<file path="src/rtl/avr_pkg.sv">
// ----------------------------------------------------------------------------
// avr_pkg
// Shared widths, constants, the CORDIC arctangent table and the stage payload
// types of the axis-angle view rotator.
// ----------------------------------------------------------------------------
`default_nettype none

package avr_pkg;

  // Default CORDIC iteration count (valid range 8..24)
  localparam int CORDIC_STEPS_DEF = 16;
  localparam int ATAN_ENTRIES     = 24;

  // Field widths
  localparam int ANG_W  = 16;   // angle, Q3.13
  localparam int AXIS_W = 16;   // axis component, Q1.14
  localparam int CRD_W  = 32;   // coordinate, Q16.16
  localparam int DIR_W  = 33;   // target - eye

  // Internal widths
  localparam int ZW_W      = 35;  // angle widened to Q30 before folding
  localparam int CZ_W      = 33;  // CORDIC angle accumulator
  localparam int CXY_W     = 33;  // CORDIC x / y, also c, s and 1-c
  localparam int PQ_W      = 32;  // axis products ap*aq
  localparam int SA_W      = 49;  // s * axis component
  localparam int TP_W      = 64;  // (1-c) * ap*aq
  localparam int ESUM_W    = 65;  // matrix entry sum in Q58
  localparam int ENT_W     = 31;  // matrix entry in Q24
  localparam int ENT_SHIFT = 34;
  localparam int PROD_W    = 64;  // entry * direction, Q40
  localparam int ACC_W     = 66;  // row sum in Q40
  localparam int RES_SHIFT = 24;
  localparam int RES_W     = ACC_W - RES_SHIFT;
  localparam int OSUM_W    = 43;  // eye + rotated direction

  // Angle handling
  localparam logic signed [ANG_W-1:0] ANG_MAX  = 16'sd25736;
  // smallest angle code whose Q30 value lies above pi/2
  localparam logic signed [ANG_W-1:0] FOLD_LIM = 16'sd12868;
  localparam int                      ANG_UP   = 17;
  localparam logic signed [ZW_W-1:0]  PI_Q30   = 35'sd3373259426;

  // CORDIC start value and unit
  localparam logic signed [CXY_W-1:0] INV_GAIN_Q30 = 33'sd652032874;
  localparam logic signed [CXY_W-1:0] ONE_Q30      = 33'sd1073741824;
  localparam int                      DIAG_SHIFT   = 28;
  localparam int                      SIN_SHIFT    = 14;

  // Rounding offsets
  localparam logic signed [ESUM_W-1:0] ENT_RND = 65'sd8589934592;
  localparam logic signed [ACC_W-1:0]  RES_RND = 66'sd8388608;

  // Saturation bounds
  localparam logic signed [OSUM_W-1:0] SAT_MAX = 43'sd2147483647;
  localparam logic signed [OSUM_W-1:0] SAT_MIN = -43'sd2147483648;

  // atan(2^-i) in Q30
  function automatic logic signed [CZ_W-1:0] atan_q30(input int idx);
    logic signed [CZ_W-1:0] val;
    case (idx)
      0:       val = 33'sd843314857;
      1:       val = 33'sd497837829;
      2:       val = 33'sd263043837;
      3:       val = 33'sd133525159;
      4:       val = 33'sd67021687;
      5:       val = 33'sd33543516;
      6:       val = 33'sd16775851;
      7:       val = 33'sd8388437;
      8:       val = 33'sd4194283;
      9:       val = 33'sd2097149;
      10:      val = 33'sd1048576;
      11:      val = 33'sd524288;
      12:      val = 33'sd262144;
      13:      val = 33'sd131072;
      14:      val = 33'sd65536;
      15:      val = 33'sd32768;
      16:      val = 33'sd16384;
      17:      val = 33'sd8192;
      18:      val = 33'sd4096;
      19:      val = 33'sd2048;
      20:      val = 33'sd1024;
      21:      val = 33'sd512;
      22:      val = 33'sd256;
      23:      val = 33'sd128;
      default: val = '0;
    endcase
    return val;
  endfunction

  typedef logic signed [ENT_W-1:0] ment_t;

  // Request beat as taken from the port
  typedef struct packed {
    logic signed [ANG_W-1:0]  rot_angle;
    logic signed [AXIS_W-1:0] axis_x;
    logic signed [AXIS_W-1:0] axis_y;
    logic signed [AXIS_W-1:0] axis_z;
    logic signed [CRD_W-1:0]  eye_x;
    logic signed [CRD_W-1:0]  eye_y;
    logic signed [CRD_W-1:0]  eye_z;
    logic signed [CRD_W-1:0]  target_x;
    logic signed [CRD_W-1:0]  target_y;
    logic signed [CRD_W-1:0]  target_z;
  } req_t;

  // Geometry that rides alongside the CORDIC
  typedef struct packed {
    logic signed [AXIS_W-1:0] ax;
    logic signed [AXIS_W-1:0] ay;
    logic signed [AXIS_W-1:0] az;
    logic signed [CRD_W-1:0]  ex;
    logic signed [CRD_W-1:0]  ey;
    logic signed [CRD_W-1:0]  ez;
    logic signed [DIR_W-1:0]  dx;
    logic signed [DIR_W-1:0]  dy;
    logic signed [DIR_W-1:0]  dz;
  } geom_t;

  // Front stage output: folded angle
  typedef struct packed {
    logic                    neg;
    logic signed [CZ_W-1:0]  z;
    geom_t                   geom;
  } front_t;

  // CORDIC output: raw cosine / sine before the fold correction
  typedef struct packed {
    logic                    neg;
    logic signed [CXY_W-1:0] x;
    logic signed [CXY_W-1:0] y;
    geom_t                   geom;
  } rot_t;

  // Matrix stage output
  typedef struct packed {
    ment_t [8:0]             m;
    logic signed [CRD_W-1:0] ex;
    logic signed [CRD_W-1:0] ey;
    logic signed [CRD_W-1:0] ez;
    logic signed [DIR_W-1:0] dx;
    logic signed [DIR_W-1:0] dy;
    logic signed [DIR_W-1:0] dz;
  } mat_t;

  // Result beat
  typedef struct packed {
    logic signed [CRD_W-1:0] new_target_x;
    logic signed [CRD_W-1:0] new_target_y;
    logic signed [CRD_W-1:0] new_target_z;
    logic                    clipped;
  } res_t;

endpackage

`default_nettype wire

</file>
<file path="src/rtl/avr_front.sv">
// ----------------------------------------------------------------------------
// avr_front
// Entry stage: clamps the angle, folds it into [-pi/2, pi/2] in Q30 and
// forms the view direction target - eye.
// ----------------------------------------------------------------------------
`default_nettype none

module avr_front import avr_pkg::*; (
  input  wire logic   clk,
  input  wire logic   rst,
  input  wire logic   in_valid,
  output logic        in_ready,
  input  wire req_t   in_data,
  output logic        out_valid,
  input  wire logic   out_ready,
  output front_t      out_data
);

  logic                   vld;
  logic                   ld;
  logic signed [ANG_W-1:0] ang_c;
  logic signed [ZW_W-1:0]  z_wide;
  logic signed [ZW_W-1:0]  z_fold;
  front_t                  data_next;

  assign ld        = !vld || out_ready;
  assign in_ready  = ld;
  assign out_valid = vld;

  // Clamp, widen and fold the angle; subtract eye from target
  always_comb begin
    ang_c = in_data.rot_angle;
    if (in_data.rot_angle > ANG_MAX) begin
      ang_c = ANG_MAX;
    end else if (in_data.rot_angle < -ANG_MAX) begin
      ang_c = -ANG_MAX;
    end
    z_wide = ZW_W'(ang_c) <<< ANG_UP;
    data_next.neg = 1'b0;
    z_fold = z_wide;
    if (ang_c >= FOLD_LIM) begin
      z_fold        = z_wide - PI_Q30;
      data_next.neg = 1'b1;
    end else if (ang_c <= -FOLD_LIM) begin
      z_fold        = z_wide + PI_Q30;
      data_next.neg = 1'b1;
    end
    data_next.z       = z_fold[CZ_W-1:0];
    data_next.geom.ax = in_data.axis_x;
    data_next.geom.ay = in_data.axis_y;
    data_next.geom.az = in_data.axis_z;
    data_next.geom.ex = in_data.eye_x;
    data_next.geom.ey = in_data.eye_y;
    data_next.geom.ez = in_data.eye_z;
    data_next.geom.dx = DIR_W'(in_data.target_x) - DIR_W'(in_data.eye_x);
    data_next.geom.dy = DIR_W'(in_data.target_y) - DIR_W'(in_data.eye_y);
    data_next.geom.dz = DIR_W'(in_data.target_z) - DIR_W'(in_data.eye_z);
  end

  // Stage register
  always_ff @(posedge clk) begin
    if (rst) begin
      vld <= 1'b0;
    end else if (ld) begin
      vld <= in_valid;
    end
  end

  always_ff @(posedge clk) begin
    if (ld) begin
      out_data <= data_next;
    end
  end

endmodule

`default_nettype wire

</file>
<file path="config.mk">
export PLATFORM = sky130hd
export DESIGN_NAME = avr_front
export DESIGN_NICKNAME = d
export VERILOG_FILES = /design/src/rtl/avr_pkg.sv /design/src/rtl/avr_front.sv
export SDC_FILE = /design/constraint.sdc
export NUM_CORES = 1
export LEC_CHECK = 0
export ABC_AREA = 1
export BUFFER_PORTS_ARGS = -buffer_cell sky130_fd_sc_hd__buf_4
export CELL_PAD_IN_SITES_DETAIL_PLACEMENT = 1
export CELL_PAD_IN_SITES_GLOBAL_PLACEMENT = 2
export CORE_MARGIN = 3
export CORE_UTILIZATION = 27
export DETAILED_ROUTE_END_ITERATION = 10
export GPL_ROUTABILITY_DRIVEN = 0
export GPL_TIMING_DRIVEN = 0
export PLACE_DENSITY_LB_ADDON = 0.1
export SLEW_MARGIN = 40
export SYNTH_ARGS = -nofsm -noshare
export SYNTH_HDL_FRONTEND = slang
export SYNTH_SLANG_ARGS = --single-unit
</file>
<file path="constraint.sdc">
create_clock -name clk -period 9.5 [get_ports clk]
set_input_delay 1.9 -clock clk [delete_from_list [all_inputs] [get_ports clk]]
set_output_delay 1.9 -clock clk [all_outputs]
set_load 0.005 [all_outputs]
</file>
==> qor.yml, run 1 <==
dr_wl_met3_mm: 3.58
grtUsageTotal: 0.179
setup_slack_ps: 4610
drt_pass1_iterations: 4
top_layer_used: "met5"
yosys_most_used_dff: "edfxtp_1"
fmax_ghz: 0.205
drtIter0Drc: 582
reg2reg_from: "out_valid"
cp_top_family: "buffers and inverters"
p_leak_nw: 9.88
drv_slew: 0
path_cells: "buf_4, inv_1, nand2_4, buf_12, buf_4"
synthCells: 1470
met1Wirelength_mm: 22.1
drc: 0
synth_seq_cells: 263
grt_pass1_vias: 13000
worst_pin_slew_ps: 573
die_y_um: 239
cp-start-kind: "input port"
synth_warnings: 0
power_density_nw_per_um2: 179
syn_nets: 1833
synth_area_um2: 14600
yosys-mux-area-fraction: 0
clk_latency_ps: 550
cts.clk_slew.worst_paths_ps: 60
syn_to_final_growth_pct: 41.7
path_class: "input port to output pin"
path_common_cell: "buf_4"
endpoint_kind: "output pin"
required_ps: 7600
rsz0062_at_grt: "no"
holdPathStages: 1
rows: 84
cp-endpoint: "in_ready"
cp_slowest_stage_delay_ps: 430
die_w_um: 239
initial_core_util: 0.275
post_cts_buffers: 0
finalWirelength_mm: 53.4
grt_overflow: 0
cts.sinks: 263
hold_viol_final: 0
synth_seq_area_share: 0.539
holdWs_ps: 1020
post-route-min-period_ps: 4890
ff2ff_setup_slack_ps: 7730
skew_ps: 19.7
cp_slowest_cell: "nand2_4"
async_reset_ff_frac: 0
cts_tree: "built"
min_path_type: "register to register"
htree_levels: 2
ys_types: 39
antenna_found_initial: 4
vdd_drop_max_v: 0.0000972
yosys.area_share.simple: 0.150
path_max_fanout: 42
cts_resized: 0
dp_slack_ps: 4350
max-clock-path-buffers: 3
cp.depth: 5
max_cap_viol_count: 0
die_area_um2: 57000
slew_headroom: 0.614
outcome: "finished, final reports clean"
synth_top_family_by_area: "simple AND/OR/NAND/NOR gates"
postSynthAreaPerCell_um2: 9.95
setup-violations-final: 0
cp-startpoint: "out_ready"
via_per_inst: 4.50
crit_buf_inv: 4
wl_per_cell_um: 19.3
period_share: 0.515
r2r_cells: 3
grt_max_degree: 44
arrival_ps: 2990
total_power_mw: 3.70
io_buffer_count: 537
dr_total_vias: 12400
drive_gt1_frac: 0.306
coreArea_um2: 53100
grt_pass1_wl_mm: 78.1
ant_nets: 0
cts-buffers-inserted: 34
hold_buffers: 0
synth-edff-count: 262
fin_nets: 2412
timing.rr.end: "out_data[143]"
root_buffer: "clkbuf_16"
synth-xor-area-share: 0.0605
synthAdderAreaFrac: 0.0897
io_pins: 539
route.met2.wl_mm: 26.8
synth_compound_area_frac: 0.0932
hpwl_mm: 44.5
[worst register-to-register path: stages (launching register included)]
cell and delay, ps:
dfxtp_1 340, nand2_4 450, buf_12 330, buf_12 310
[layer usage]
metal,vias up,GRT usage
li1,6162,-
met1,5883,0.215
met2,328,0.319
met3,54,0.0475
met4,4,0.0449
met5,-,0
[logic make-up (layout without fill, tap and decap cells)]
kind of cell             Yosys count  count (layout)
other                              1               3
flip-flops                       263             263
XOR/XNOR                         101             101
buffers and inverters            236             841
AND/OR/NAND/NOR                  519             519
AO/OA/AOI/OAI                    247             247
adder cells (fa/ha/maj)          103             103
[state kept, by name (all words and copies together) (netlist names)]
register   cells
out_valid      1
out_data     262
[metrics by stage]
step,instance area [um2],util,cells,TNS [ps]
2_1_floorplan,14600,-,1470,0
3_3_place_gp,19500,0.368,2695,-507310
3_5_place_dp,19600,0.370,2701,0
4_1_cts,20700,0.390,2763,0
5_1_grt,20700,0.390,2765,0
6_report,20700,0.390,2765,0
[where the power goes]
| part | switching [mW] | total (mW) | internal, mW |
|---|---|---|---|
| clock network | 0.531 | 1.26 | 0.726 |
| registers | 0.0473 | 1.52 | 1.47 |
| logic | 0.492 | 0.928 | 0.436 |
[worst min-delay path by stage]
stage                         start             to
after global routing      out_valid  out_data[202]
after global placement          rst      out_valid
after floorplan                 rst      out_valid
final                     out_valid  out_data[239]
after detailed placement  out_valid  out_data[239]
after CTS                 out_valid  out_data[218]
[synth_stat cells, drive strengths merged (2+ instances only)]
cell type    n  area share
a211oi       3      0.0015
edfxtp     262        0.54
nand2      309       0.082
nor3        24      0.0082
a21o        14      0.0072
nor4        12      0.0051
nand3b       5      0.0026
nand3       71       0.024
o21ai       68       0.024
ha         100       0.086
fa           3      0.0041
buf         24       0.012
a21boi      10      0.0051
xor2        69       0.041
inv        212       0.054
o21bai       3      0.0015
a31oi        3      0.0013
xnor2       32       0.019
nor2        91       0.025
or2          2     0.00086
a21oi      129       0.044
nand4        5      0.0021
o31ai        6      0.0031
o211ai      10      0.0051
[cells in the final DEF (no fill, tap or decap), types with 5 or more instances in the layout]
master / synthesis / routed
inv_1: 206 / 206
nand3_1: 71 / 71
nor4_1: 12 / 12
a21oi_1: 129 / 129
nand3b_1: 5 / 5
buf_12: 0 / 6
xor2_1: 69 / 69
o31ai_1: 6 / 6
nand4_1: 5 / 5
nand2_1: 300 / 299
buf_4: 19 / 556
o21ai_0: 64 / 64
nand2_2: 5 / 5
xnor2_1: 32 / 32
inv_2: 6 / 6
clkbuf_16: 0 / 34
a21o_1: 14 / 14
edfxtp_1: 262 / 262
nor3_1: 24 / 24
ha_1: 100 / 100
clkbuf_1: 0 / 12
clkinv_2: 0 / 5
nand2_4: 4 / 5
o211ai_1: 10 / 10
nor2_1: 86 / 86
a21boi_0: 10 / 10
[cell type report]
cell class | count | area (um2)
fillers | 6110 | 32400
flip-flops and latches | 263 | 7890
multi-input cells | 971 | 5760
repair buffers | 543 | 4150
clock buffers | 46 | 896
well taps | 688 | 861
inverters | 212 | 796
plain buffers | 24 | 183
clock inverters | 16 | 178
diodes | 2 | 5.00
(Power assumes the default switching activity.)
==> inputs of run 2 (changes only) <==
clock period = 4.1 ns   (was 9.5 ns; I/O delays follow)
==> qor.yml, run 2 (same netlist as run 1, synthesis figures left out) <==
outcome: "finished, final reports clean"
grtUsageMet3: 0.0593  # +0.0118
drv_slew: 0  # unchanged
ant_nets: 0  # unchanged
cts.clk_slew.worst_paths_ps: 60  # about the same
grt_pass1_wl_mm: 80.7  # +3.3%
min_path_type: "input port to register"
syn_to_final_growth_pct: 41.2
postLayoutCellArea_um2: 20700  # -0.33%
grtUsageTotal: 0.184  # +0.00457
post-route-min-period_ps: 3430
skew_ps: 16.2  # -3.50 ps
htree_levels: 2  # unchanged
arrival_ps: 3730  # +740 ps
dr_total_vias: 12500  # +0.42%
total_power_mw: 8.46  # +130%
die_area_um2: 57000  # unchanged
setup-violations-final: 0  # unchanged
fmax_ghz: 0.291
die_y_um: 239  # unchanged
holdWs_ps: 433  # -588 ps
met1_usage: 0.216  # +0.00163
clk_latency_ps: 540  # about the same
initial_core_util: 0.275  # unchanged
rows: 84  # unchanged
endpoint_kind: "register"
setup_slack_ps: 667  # -3940 ps
numPlacedInstances: 2699  # -0.074%
period_share: 0.837
die_w_um: 239  # unchanged
utilization: 0.389  # -0.00130
via_per_inst: 4.52  # +0.60%
max-clock-path-buffers: 3  # unchanged
path_class: "input port to register"
grt_max_degree: 69  # +57%
drive_gt1_frac: 0.305  # -0.000710
root_buffer: "clkbuf_16"
dpl_cell_area_um2: 19600  # about the same
cp-start-kind: "input port"
grt_overflow: 0  # unchanged
wl_per_cell_um: 19.6  # +1.7%
coreArea_um2: 53100  # unchanged
dp_slack_ps: 18.2  # -4330 ps
fin_tns_setup_ps: 0  # unchanged
io_buffer_count: 537  # unchanged
final_common_cell: "buf_4"
hold_buffers: 0  # unchanged
required_ps: 4390  # -3210 ps
drc: 0  # unchanged
drtIter0Drc: 625  # +7.4%
finalWirelength_mm: 54.2  # +1.5%
fin_nets: 2410  # -0.083%
power_density_nw_per_um2: 409  # +130%
use_met2: 0.325  # +0.00596
cts_tree: "built"
p_leak_nw: 9.85  # -0.31%
grt_pass1_vias: 13400  # +3.5%
hold_viol_final: 0  # unchanged
vdd_drop_max_v: 0.000247  # +150%
post_cts_buffers: 0  # unchanged
hpwl_mm: 45.4  # +2.0%
fin_cells: 2760  # -0.18%
antenna_found_initial: 8  # +4
slew_headroom: 0.596  # -0.0179
top_register: "out_data"
mostFrequentLayoutCells: "buf_4 (556), nand2_1 (299), edfxtp_1 (262)"
grt.busiest_layer: "met2"
path_max_fanout: 10  # -76%
drt_pass1_iterations: 4  # unchanged
rsz0062_at_grt: "no"
cts.sinks: 263  # unchanged
max_cap_viol_count: 0  # unchanged
io_pins: 539  # unchanged
nFillCells: 6089  # -0.34%
cts_resized: 0  # unchanged
cts-buffers-inserted: 34  # unchanged
worst_pin_slew_ps: 600  # +26.6 ps
largest_register_ffs: 262  # unchanged
[run 2: cell count changes in the layout (fill, tap and decap cells not counted), moves of 2 or more]
cell	delta
inv_6	+2
buf_16	+4
buf_12	-6
clkinvlp_4	-2
[run 2: worst paths after layout]
check | startpoint | slack (ps) | end | cells after the start
worst max-delay path | in_data[243] | 670 | out_data[273] | 21
worst min-delay path | rst | 430 | out_valid | 2
worst max register to register | out_valid | 2820 | out_data[36] | 2
worst min register to register | out_valid | 670 | out_valid | 2
[run 2: per-layer routing]
metal	part of all wire	vias to the layer above
met5	0.0013	-
met2	0.50	338
met1	0.40	5902
met4	0.020	10
li1	-	6166
met3	0.076	67
[run 2: report_power, final]
group	switching, mW	total (mW)	internal, mW	leakage, nW
Clock	1.18	2.78	1.60	0.494
Combinational	1.15	2.16	1.01	6.63
Sequential	0.109	3.51	3.40	2.73
[run 2: layout make-up]
class | count | area (um2) | area share
diodes | 2 | 5.00 | 0.000242
plain buffers | 24 | 183 | 0.00885
clock buffers | 45 | 892 | 0.0432
clock inverters | 14 | 114 | 0.00551
inverters | 212 | 796 | 0.0385
multi-input cells | 971 | 5770 | 0.279
flip-flops and latches | 263 | 7890 | 0.382
well taps | 688 | 861 | 0.0417
repair buffers | 541 | 4140 | 0.201
[run 2: worst max-delay path: stages]
cell	delay, ps
buf_4	110
nand3_1	70
o21ai_0	190
a31oi_1	110
nor3_1	160
o31ai_1	90
ha_1	320
buf_2	200
nor2_1	220
nand2_1	160
inv_1	140
ha_1	200
nand2_1	100
nand2_1	70
nand2_1	80
o21ai_1	280
nand2_1	160
nand2_1	90
nand2_1	50
nand2_1	50
nand2_1	50
